===== src/rar_pkg.sv =====
// rar_pkg: shared types and constants for the rational arithmetic reducer.
// Holds the sequencer state type, opcode and status codes, datapath widths.
// No dependencies.
`timescale 1ns / 1ps

package rar_pkg;

   localparam int DATA_W = 64;
   localparam int MUL_W  = 33;
   localparam int CNT_W  = $clog2(DATA_W);

   localparam logic [1:0] OP_ADD = 2'd0;
   localparam logic [1:0] OP_SUB = 2'd1;
   localparam logic [1:0] OP_MUL = 2'd2;
   localparam logic [1:0] OP_DIV = 2'd3;

   localparam logic [1:0] STAT_OK       = 2'd0;
   localparam logic [1:0] STAT_ZERO_DEN = 2'd1;
   localparam logic [1:0] STAT_OVERFLOW = 2'd2;

   typedef logic signed [DATA_W-1:0] word_type;

   typedef enum logic [4:0] {
      S_IDLE,
      S_PREP,
      S_MUL_N,
      S_MUL_D,
      S_GCD_TEST,
      S_GCD_WAIT,
      S_LCM_GO,
      S_LCM_WAIT,
      S_QA_GO,
      S_QA_WAIT,
      S_QB_GO,
      S_QB_WAIT,
      S_MUL_TA,
      S_MUL_TT,
      S_SUM,
      S_CHECK,
      S_RED_CHK,
      S_RNUM_GO,
      S_RNUM_WAIT,
      S_RDEN_GO,
      S_RDEN_WAIT,
      S_OUT
   } state_type;

endpackage


===== src/rar_div.sv =====
// rar_div: 64-bit signed truncating divider, one quotient bit per cycle.
// Gives quotient and remainder with C sign rules. Depends on rar_pkg.
`timescale 1ns / 1ps

module rar_div (
   input  logic              clock,
   input  logic              reset,
   input  logic              start,
   input  rar_pkg::word_type dividend,
   input  rar_pkg::word_type divisor,
   output logic              done,
   output rar_pkg::word_type quotient,
   output rar_pkg::word_type remainder
);

   logic                         busy_ff;
   logic                         done_ff;
   logic [rar_pkg::CNT_W-1:0]    cnt_ff;
   logic [rar_pkg::DATA_W-1:0]   acc_ff;
   logic [rar_pkg::DATA_W-1:0]   quo_ff;
   logic [rar_pkg::DATA_W-1:0]   dsr_ff;
   logic                         negq_ff;
   logic                         negr_ff;
   logic [rar_pkg::DATA_W:0]     trial;
   logic [rar_pkg::DATA_W-1:0]   acc_in;
   logic                         qbit;

   always_comb begin
      trial = {acc_ff, quo_ff[rar_pkg::DATA_W-1]} - {1'b0, dsr_ff};
      qbit  = ~trial[rar_pkg::DATA_W];
      if (qbit) begin
         acc_in = trial[rar_pkg::DATA_W-1:0];
      end else begin
         acc_in = {acc_ff[rar_pkg::DATA_W-2:0], quo_ff[rar_pkg::DATA_W-1]};
      end
   end

   always_ff @(posedge clock) begin
      if (reset) begin
         busy_ff <= 1'b0;
         done_ff <= 1'b0;
         cnt_ff  <= '0;
      end else begin
         done_ff <= 1'b0;
         if (start) begin
            busy_ff <= 1'b1;
            cnt_ff  <= '0;
         end else if (busy_ff) begin
            cnt_ff <= cnt_ff + 1'b1;
            if (&cnt_ff) begin
               busy_ff <= 1'b0;
               done_ff <= 1'b1;
            end
         end
      end
   end

   always_ff @(posedge clock) begin
      if (start) begin
         acc_ff  <= '0;
         quo_ff  <= dividend[rar_pkg::DATA_W-1] ? -dividend : dividend;
         dsr_ff  <= divisor[rar_pkg::DATA_W-1] ? -divisor : divisor;
         negq_ff <= dividend[rar_pkg::DATA_W-1] ^ divisor[rar_pkg::DATA_W-1];
         negr_ff <= dividend[rar_pkg::DATA_W-1];
      end else if (busy_ff) begin
         acc_ff <= acc_in;
         quo_ff <= {quo_ff[rar_pkg::DATA_W-2:0], qbit};
      end
   end

   assign done      = done_ff;
   assign quotient  = negq_ff ? -quo_ff : quo_ff;
   assign remainder = negr_ff ? -acc_ff : acc_ff;

endmodule


===== config.mk =====
export PLATFORM = sky130hd
export DESIGN_NAME = rar_div
export DESIGN_NICKNAME = d
export VERILOG_FILES = /design/src/rar_pkg.sv /design/src/rar_div.sv
export SDC_FILE = /design/constraint.sdc
export NUM_CORES = 1
export LEC_CHECK = 0
export BUFFER_PORTS_ARGS = -buffer_cell sky130_fd_sc_hd__buf_2
export CAP_MARGIN = 15
export CORE_AREA = 2 2 241 291
export DETAILED_ROUTE_END_ITERATION = 16
export DIE_AREA = 0 0 243 293
export HOLD_SLACK_MARGIN = 0.08
export SKIP_CTS_REPAIR_TIMING = 1
export SLEW_MARGIN = 5
export SYNTH_ARGS = -nofsm -noshare
export SYNTH_HDL_FRONTEND = slang
export SYNTH_SLANG_ARGS = --single-unit

===== constraint.sdc =====
create_clock -name clock -period 8.1 [get_ports clock]
set_clock_uncertainty 0.15 [all_clocks]
set_input_delay 0.405 -clock clock [delete_from_list [all_inputs] [get_ports clock]]
set_output_delay 0.405 -clock clock [all_outputs]
set_load 0.03 [all_outputs]

======== Yosys cells after proc, flatten, opt, wreduce, memory -nomap -nowiden ========
Index checks and enable logic that the tools add are counted.
storage, ports and cells
  register bits ........................... 202
  input port bits ......................... 131
  output and inout port bits .............. 129
  word-level logic and storage cells ...... 33
cells by class
  $add $sub $neg .......................... 6
  muxes and demuxes ....................... 11
  bitwise gates (word level) .............. 3
  reductions and logical operators ........ 4
operators with widths
  operator                                      count
  two-way mux 64 bit                            6
  negation 64 bit                               4
  subtractor 65 x 64 -> 65 bit                  1
  two-way mux 63 bit                            1
  adder 6 x 1 -> 6 bit (second input constant)  1
  AND reduction 6 bit                           1
  two-way mux 1 bit                             4
  OR reduction 3 bit                            1
  NOT 1 bit                                     2
  nonzero test 2 bit                            1
  OR reduction 2 bit                            1
  XOR 1 bit                                     1

======== Logic depth before layout (Yosys ltp) ========
Gate-level depths: netlist (run 1).
  depth in word-level cells ............... 4
  depth in mapped cells ................... 15
  mapped depth without buffers ............ 13

======== Least setup slack after synthesis (run 1) ========
Ideal clock, no wire load.
  path kind ............................... input port to flip-flop
  start ................................... in divisor[13]
  end ..................................... reg dsr_ff[61] (netlist name), data pin
  library setup time ...................... 0.258 ns
  arrival time ............................ 4.386 ns
  data required time ...................... 7.692 ns
  path slack .............................. 3.306 ns
  cell stages on the path ................. 11
  path buffers ............................ 1
  path through ............................ or4_4 -> or3_4 -> or4_4 -> or3_4 -> or4_4 -> or4_4 -> or4_1 -> buf_2 -> or3_4 -> o31ai_4 -> xnor2_1
on the way
  longest elaborated chain between the ends .. 2
ends and longest elaborated chain
  what                    line           text
  start: declaration      rar_div.sv:10  input rar_pkg::word_type divisor,
  negation 64 bit         rar_div.sv:62  dsr_ff <= divisor[rar_pkg::DATA_W-1] ? -divisor : divisor;
  two-way mux 63 bit      rar_div.sv:62
  end signal: assignment  rar_div.sv:62
  end: declaration        rar_div.sv:21  logic [rar_pkg::DATA_W-1:0] dsr_ff;
No other way between the ends.
A chain may end at the register's enable or synchronous reset.

======== Worst setup path after layout (run 1) ========
  start ................................... reg quo_ff[13] (netlist name)
  end ..................................... out quotient[63]
on the way
  longest elaborated chain between the ends .. 2
ends and longest elaborated chain
  what                      line           text
  start: declaration        rar_div.sv:20  logic [rar_pkg::DATA_W-1:0] quo_ff;
  start signal: assignment  rar_div.sv:61  quo_ff <= dividend[rar_pkg::DATA_W-1] ? -dividend : dividend;
  start signal: assignment  rar_div.sv:67  quo_ff <= {quo_ff[rar_pkg::DATA_W-2:0], qbit};
  negation 64 bit           rar_div.sv:72  assign quotient = negq_ff ? -quo_ff : quo_ff;
  two-way mux 64 bit        rar_div.sv:72
  end: declaration          rar_div.sv:12  output rar_pkg::word_type quotient,
No other way between the ends.

==> results of run 1 <==
[power breakdown]
group	leakage, nW	switching (mW)	internal, mW
combinational	5.50	0.904	0.491
sequential	1.87	0.105	1.21
clock	0.401	0.491	0.661
[area by class of cell]
class                      count  area share, %
clock buffer                  35           3.54
clock inverter                13          0.500
inverter                      92           1.68
multi-input combinational   1658           52.8
sequential                   202           26.1
tap                          909           5.55
timing repair buffer         335           9.89
[layer usage]
metal	part of all wire, %	vias up	global-route usage, %
met2	49	483	27.7
met3	4.8	112	1.85
met4	4.0	2	6.43
met1	42	7585	19.1
li1	-	8031	-
met5	0.022	-	0
[worst max-delay path, cell delays in order, from the launching register on]
cell and delay (ps):
edfxtp_1 430, or4_1 610, nor4_1 360, nand2b_1 150, or3_1 400, or3_1 470, or3_1 430, nor3_1 280
nand2_1 400, o41ai_1 670, xnor2_1 310, buf_2 290
[cells by family after synthesis]
logic type,after synthesis
AND/OR/NAND/NOR,687
flip-flops,202
AO/OA/AOI/OAI,586
XOR/XNOR,305
buffers and inverters,211
adder cells (fa/ha/maj),70
multiplexers,10
[worst paths after layout]
path	to	slack (ps)	cells past startpoint
worst max-delay path	quotient[63]	2200	11
worst min register to register	cnt_ff[5]	340	2
worst max register to register	acc_ff[60]	3200	16
worst min-delay path	dsr_ff[19]	60	2
[registers in the layout, summed over array words and instances (netlist names)]
name / count
busy_ff: 1
dsr_ff: 64
quo_ff: 64
negq_ff: 1
acc_ff: 64
negr_ff: 1
cnt_ff: 6
done: 1
[metrics by stage]
stage | utilization (%) | hold WS (ps) | worst slack, ps
6_report | 30.1 | 63.0 | 2200
5_1_grt | 30.1 | 83.0 | 1690
4_1_cts | 29.2 | -195 | 1940
3_5_place_dp | 28.0 | 330 | 2560
2_1_floorplan | - | 304 | 3310
3_3_place_gp | 28.0 | 321 | 2390
[placed cells by master, fill, tap and decap left out, types with 6 or more instances in the layout]
cell type      count
a311oi_1          44
o211ai_1          10
nor2_1           170
or3_1             65
clkbuf_16         27
clkbuf_1           6
dfxtp_1           71
a31oi_1            6
ha_1              69
nor4_1            12
or4_1             35
a2bb2oi_1          7
buf_4             15
o21bai_1          11
nor2b_1           11
dlygate4sd3_1     61
nand2_1          236
nand2b_1          25
buf_2            258
inv_1             92
xnor2_1          214
edfxtp_1         130
a21oi_1          151
a211oi_1          12
o41ai_1           36
o21a_1            11
nor3_1            34
mux2i_1            6
o21ai_0          138
o31ai_1           76
nand3_1           23
o22ai_1            8
xor2_1            91
nand4_1           31
or2_2             16
a21o_1            41
==> results_dict.tcl, run 1 <==
set metrics [dict create \
    status "finished clean" \
    place_inst 3135 \
    cts_buffer_depth 3 \
    initial_core_util_pct 24.9 \
    final_area_um2 20500 \
    cp_max_fo 9 \
    synth_top_family_by_area "compound AO/OA/AOI/OAI gates" \
    yosysTopAreaCell "edfxtp_1" \
    synth_top_area_share_pct 23.0 \
    via_per_inst 5.00 \
    startpoint_type "flip-flop" \
    synth_most_common_cell "nand2_1" \
    syn_area_um2 17000 \
    dr.pass1.iters 5 \
    slew-limit-headroom_pct 38.5 \
    finalSetupTns_ps 0 \
    synthTopCellsByCount "nand2_1 (238), xnor2_1 (214), nor2_1 (171)" \
    grt_pass1_vias 15700 \
    dpl_cell_area_um2 19100 \
    dieWidth_um 243 \
    synth_edf_count 130 \
    p_leak_nw 7.77 \
    synth_area_leaders "edfxtp_1 (23%), xnor2_1 (11%), dfxtp_1 (8.5%), nand2_1 (5.3%), ha_1 (5.1%)" \
    portBuffers 259 \
    rows 105 \
    cp.arrival_ps 5340 \
    dieArea_um2 71200 \
    grt-ovfl-total 0 \
    total_power_mw 3.86 \
    cts_tree "built" \
    clkTransAtPathRegs_ps 60 \
    cap_violations 0 \
    regArea_um2 5350 \
    core_area_um2 68100 \
    setup_viol 0 \
    drc 0 \
    timing.final.crit_period_ps 5900 \
    maxClockFrequency_mhz 170 \
    wl_per_cell_um 17.9 \
    ys.flop_type "edfxtp_1" \
    nets 2516 \
    clk_latency_ps 570 \
    io-pin-count 260 \
    end_kind "output port" \
    grt_usage_pct 15.6 \
    synth_xor_area_share_pct 15.8 \
    diodes 0 \
    multi_input_area_um2 10800 \
    gp_congestion 0.923 \
    path_class "flip-flop to output port" \
    powerDensity_nw_per_um2 188 \
    synthAdderAreaFrac_pct 5.21 \
    hp-class "input port to flip-flop" \
    hp-start "divisor[19]" \
    r2r_start "quo_ff[63]" \
    fin_crit_sh_pct 72.8 \
    synth_seq_cells 202 \
    cts_buffers 26 \
    dp.final_hpwl_um 44400 \
    syn_area_per_cell_um2 8.19 \
    startpoint "quo_ff[13]" \
    peakVddDrop_uv 149 \
    cts_root_buffer "clkbuf_16" \
    dieHeight_um 293 \
    fillers 7394 \
    fin_cells 3244 \
    synthDistinctLibCells 70 \
    finalHoldViolCount 0 \
    grt_max_degree 85 \
    drv_slew 0 \
    critPathRequiredTime_ps 7550 \
    ant_nets 0 \
    synthCells 2071 \
    synthSimpleGateAreaFrac_pct 19.6 \
    clock_sinks 202 \
    synth_mux_area_share_pct 0.620 \
    antenna_found_initial 1 \
    yosys_warnings 0 \
    num_vias 16200 \
    synthArstFlopShare_pct 0 \
    grt_pass1_wl_um 89000 \
    synth_compound_area_share_pct 22.6 \
    synth_seq_area_share_pct 31.5 \
    worstMarginPinSlew_ps 922 \
    area_delta_synth_final_pct 21.0 \
    cts_max_level 1 \
    drive_above_1_share_pct 15.1 \
    rsz0062_at_grt "no" \
    wirelength_um 58000 \
    synth_fp_nets 2272 \
    initialDrtViolationCount 963 \
]
Power figures use the tool's default switching activity.
==> run 2: changes to the inputs <==
- clock period: 8.1 -> 5.4 ns (I/O delays scaled with it)
==> results_dict.tcl, run 2 (synthesis gave the netlist of run 1 again) <==
set metrics [dict create \
    path_class "flip-flop to output port" \
    status "finished clean" \
    cts_max_level 1 \
    dieArea_um2 71200 \
    cp_top_family "simple AND/OR/NAND/NOR gates" \
    grt_usage_pct 15.4 \
    rrSetupSlack_ps 1110 \
    grt-ovfl-total 0 \
    slew-limit-headroom_pct 35.4 \
    reg2reg_to "acc_ff[20]" \
    maxClockFrequency_mhz 194 \
    cp.depth 9 \
    core_area_um2 68100 \
    dp.final_hpwl_um 44300 \
    clkTransAtPathRegs_ps 60 \
    drv_slew 0 \
    rsz0062_at_grt "no" \
    clock_sinks 202 \
    finalHoldViolCount 0 \
    crit_end "remainder[63]" \
    fin_crit_sh_pct 95.6 \
    rows 105 \
    p_leak_nw 8.20 \
    final_area_um2 21500 \
    portBuffers 259 \
    startpoint "acc_ff[44]" \
    cts_root_buffer "clkbuf_16" \
    grt_max_degree 125 \
    dieHeight_um 293 \
    critPathRequiredTime_ps 4980 \
    timing.final.crit_period_ps 5160 \
    reg_top3 "acc_ff x64, dsr_ff x64, quo_ff x64" \
    whs_path_depth 3 \
    cp.arrival_ps 4740 \
    path_cells "or4_1, or3_1, or4_1, or4b_2, or2_2, or4_1, o41ai_2, xnor2_1, buf_2" \
    cts_buffers 26 \
    initial_core_util_pct 24.9 \
    wl_per_cell_um 17.7 \
    antenna_found_initial 2 \
    crit_path_top_delay_cell "or4b_2" \
    ant_nets 0 \
    gp_congestion 0.902 \
    r2r_start "quo_ff[63]" \
    clockPowerShare_pct 30.5 \
    drc 0 \
    dr.pass1.iters 6 \
    wirelength_um 59000 \
    finalSetupTns_ps 0 \
    slowest_delay_ps 650 \
    path_common_cell "or4_1" \
    power_frac_seq_pct 33.2 \
    setup_ws_ps 238 \
    p_sw_share_pct 38.1 \
    area_delta_synth_final_pct 26.7 \
    initialDrtViolationCount 863 \
    cp_max_fo 8 \
    cap_violations 0 \
    layout_commonest_cell "buf_2" \
    drive_above_1_share_pct 15.2 \
    grt_pass1_wl_um 87400 \
    via_per_inst 4.96 \
    num_vias 16500 \
    hp-class "input port to flip-flop" \
    dpl_cell_area_um2 19200 \
    worstMarginPinSlew_ps 970 \
    peakVddDrop_uv 243 \
    pre_cts_ws_ps 355 \
    whs_ps 43.0 \
    reg2reg_depth 15 \
    powerDensity_nw_per_um2 277 \
    power_switching_mw 2.27 \
    p_int_mw 3.68 \
    grt_pass1_vias 15300 \
    pwr-share-comb_pct 36.3 \
    clk_latency_ps 570 \
    end_kind "output port" \
    mostFrequentLayoutCells "buf_2 (258), nand2_1 (234), xnor2_1 (214), nor2_1 (170), a21oi_1 (151)" \
    dieWidth_um 243 \
    cts_buffer_depth 3 \
    setup_viol 0 \
    crit_buf_inv 1 \
    fin_util_pct 31.6 \
    cts_tree "built" \
    io-pin-count 260 \
    nets 2607 \
    startpoint_type "flip-flop" \
]
## run 2: power groups by stage
stage	logic (mW)	clock network [mW]	registers (mW)
final	2.16	1.81	1.97
after global routing	2.35	1.92	2.00
after CTS	2.07	1.88	1.97
after detailed placement	2.06	0	2.01
after global placement	2.06	0	2.00
after floorplan	1.47	0	1.95
## run 2: worst min path at each step
stage / from / endpoint
finish: dividend[31] / quo_ff[31]
global route: dividend[31] / quo_ff[31]
CTS: reset / busy_ff
detailed placement: reset / busy_ff
global placement: reset / busy_ff
floorplan: reset / busy_ff
## run 2: area by class of cell
| type | instances | area, um2 |
|---|---|---|
| tap | 909 | 1140 |
| clock buffer | 33 | 708 |
| multi-input combinational | 1658 | 10800 |
| antenna | 2 | 5.00 |
| sequential | 202 | 5350 |
| clock inverter | 15 | 159 |
| timing repair buffer | 426 | 2940 |
| inverter | 92 | 345 |
| fill | 7242 | 46600 |
## run 2: stage by stage
step	std cells	power, mW
floorplan	2071	3.42
global placement	3145	4.06
detailed placement	3145	4.07
CTS	3193	5.92
global route	3335	6.27
finish	3337	5.95
## run 2: per-layer routing
layer	part of all wire, %	track usage [%]
met1	42	18.7
met2	49	27.8
met3	5.0	2.15
met5	0.022	0
met4	3.4	5.49
## run 2: worst register-to-register path: cells and delay by family, from the launching register on
kind,cells,cell delay [ps]
buf+inv,3,640
fa+ha+maj,2,630
mux,1,250
flops,1,410
simple gates,5,1210
compound gates,4,830
==> run 3: changes to the inputs <==
- ABC_AREA: not set -> 1
- CORE_AREA: 2 2 241 291 -> 2 2 276 333
- DIE_AREA: 0 0 243 293 -> 0 0 278 335
==> results_dict.tcl, run 3 <==
set metrics [dict create \
    power_switching_mw 1.91 \
    synthCells 3839 \
    drive_above_1_share_pct 8.85 \
    finalHoldViolCount 0 \
    clkTransAtPathRegs_ps 70 \
    layout_commonest_cell "nand2_1" \
    synthDistinctLibCells 45 \
    synthArstFlopShare_pct 0 \
    nets 4362 \
    synth_compound_area_share_pct 6.21 \
    maxClockFrequency_mhz 233 \
    syn_area_per_cell_um2 5.82 \
    grt-ovfl-total 0 \
    hp-class "input port to flip-flop" \
    cap_violations 0 \
    crit_buf_inv 3 \
    grt_pass1_wl_um 137000 \
    synth_most_common_cell "nand2_1" \
    synth_mux_area_share_pct 0 \
    cts_max_level 1 \
    portBuffers 259 \
    drv_slew 0 \
    finalSetupTns_ps 0 \
    dp.final_hpwl_um 78400 \
    pre_cts_ws_ps 1630 \
    rows 121 \
    fin_crit_sh_pct 79.6 \
    grt_usage_pct 19.3 \
    synthAdderAreaFrac_pct 3.95 \
    synth_seq_area_share_pct 23.9 \
    cts_buffers 25 \
    setup_ws_ps 1100 \
    powerDensity_nw_per_um2 192 \
    dieArea_um2 93100 \
    crit_path_top_delay_cell "edfxtp_1" \
    p_leak_nw 14.1 \
    place_inst 5206 \
    mostFrequentLayoutCells "nand2_1 (1310), inv_1 (717), nor2_1 (457), buf_2 (258), nand3_1 (224)" \
    cp_max_fo 5 \
    slew-limit-headroom_pct 28.5 \
    synth_seq_cells 202 \
    antenna_found_initial 21 \
    reg_top3 "acc_ff x64, dsr_ff x64, quo_ff x64" \
    core_area_um2 90100 \
    p_int_mw 3.20 \
    startpoint "quo_ff[1]" \
    fillers 10200 \
    dieWidth_um 278 \
    cts_root_buffer "clkbuf_16" \
    timing.final.crit_period_ps 4300 \
    path_class "flip-flop to output port" \
    fin_cells 5355 \
    dieHeight_um 335 \
    total_power_mw 5.11 \
    via_per_inst 4.58 \
    grt_pass1_vias 23500 \
    critPathRequiredTime_ps 4980 \
    peakVddDrop_uv 209 \
    synth_edf_count 130 \
    wl_per_cell_um 17.2 \
    clockPowerShare_pct 33.0 \
    clk_latency_ps 550 \
    wirelength_um 92400 \
    path_cells "inv_1, ha_1, inv_1, nor3_2, nand2_1, nor2_1, nand2_1, nor2_1, nand3_1, nor2_2, nor2_1, a21oi_2, o211ai_1, nand2_1, buf_2" \
    setup_viol 0 \
    whs_ps 4.46 \
    slowest_delay_ps 430 \
    ant_nets 0 \
    startpoint_type "flip-flop" \
    cp_top_family "simple AND/OR/NAND/NOR gates" \
    multi_input_area_um2 13900 \
    yosys_warnings 0 \
    synth_area_leaders "nand2_1 (22%), edfxtp_1 (17%), inv_1 (12%), xor2_1 (7.9%), nor2_1 (7.7%)" \
    power_frac_seq_pct 36.5 \
    synthTopCellsByCount "nand2_1 (1310), inv_1 (718), nor2_1 (459)" \
    yosysTopAreaCell "nand2_1" \
    dpl_cell_area_um2 24800 \
    p_sw_share_pct 37.4 \
    area_delta_synth_final_pct 19.2 \
    cts_tree "built" \
    synthSimpleGateAreaFrac_pct 42.0 \
    grt_max_degree 70 \
    regArea_um2 5350 \
    fin_util_pct 29.6 \
    end_kind "output port" \
    cp.arrival_ps 3880 \
    r2r_start "quo_ff[63]" \
    drc 0 \
    cts_buffer_depth 3 \
    worstMarginPinSlew_ps 1060 \
    rsz0062_at_grt "no" \
    dr.pass1.iters 6 \
    status "finished clean" \
    io-pin-count 260 \
    num_vias 24500 \
    final_area_um2 26600 \
    synth_fp_nets 4040 \
    ys.flop_type "edfxtp_1" \
    hp-start "dividend[46]" \
    pwr-share-comb_pct 30.5 \
    initial_core_util_pct 24.8 \
    clock_sinks 202 \
    synth_top_family_by_area "simple AND/OR/NAND/NOR gates" \
    gp_congestion 1.02 \
    syn_area_um2 22300 \
    synth_xor_area_share_pct 9.92 \
    initialDrtViolationCount 1781 \
    synth_top_area_share_pct 22.0 \
]
==> run 3: per-layer routing <==
layer,GRT usage [%],wire [um]
met5,0,184
met4,9.98,5300
met3,3.27,5330
met2,33.5,43000
met1,22.8,38500
==> run 3: cells by family after synthesis <==
logic type / count (synthesis)
XOR/XNOR: 253
AO/OA/AOI/OAI: 262
adder cells (fa/ha/maj): 70
buffers and inverters: 800
flip-flops: 202
AND/OR/NAND/NOR: 2252
==> run 3: final cells by class <==
type	instances	share of cell area (%)
antenna	8	0.0752
clock buffer	30	2.57
clock inverter	15	0.451
inverter	724	10.2
multi-input combinational	2837	52.2
sequential	202	20.1
tap	1168	5.49
timing repair buffer	371	8.94
==> run 3: power by group through the flow <==
stage | logic [mW] | clock network [mW] | registers, mW
2_1_floorplan | 0.969 | 0 | 1.87
4_1_cts | 1.49 | 1.73 | 1.87
5_1_grt | 1.70 | 1.78 | 1.88
3_5_place_dp | 1.49 | 0 | 1.90
3_3_place_gp | 1.49 | 0 | 1.89
6_report | 1.56 | 1.68 | 1.87
==> run 3: tightest hold or removal path, stage by stage <==
cell and delay (ps):
buf_2 120, o21ai_0 70, nand3_1 70, o21ai_0 70
==> run 3: path summary, 6_finish.rpt <==
check	to	slack, ps	cells after the start
setup / recovery	quotient[46]	1100	15
hold / removal	quo_ff[46]	4	4
setup reg to reg	acc_ff[3]	1660	20
hold reg to reg	cnt_ff[2]	360	1
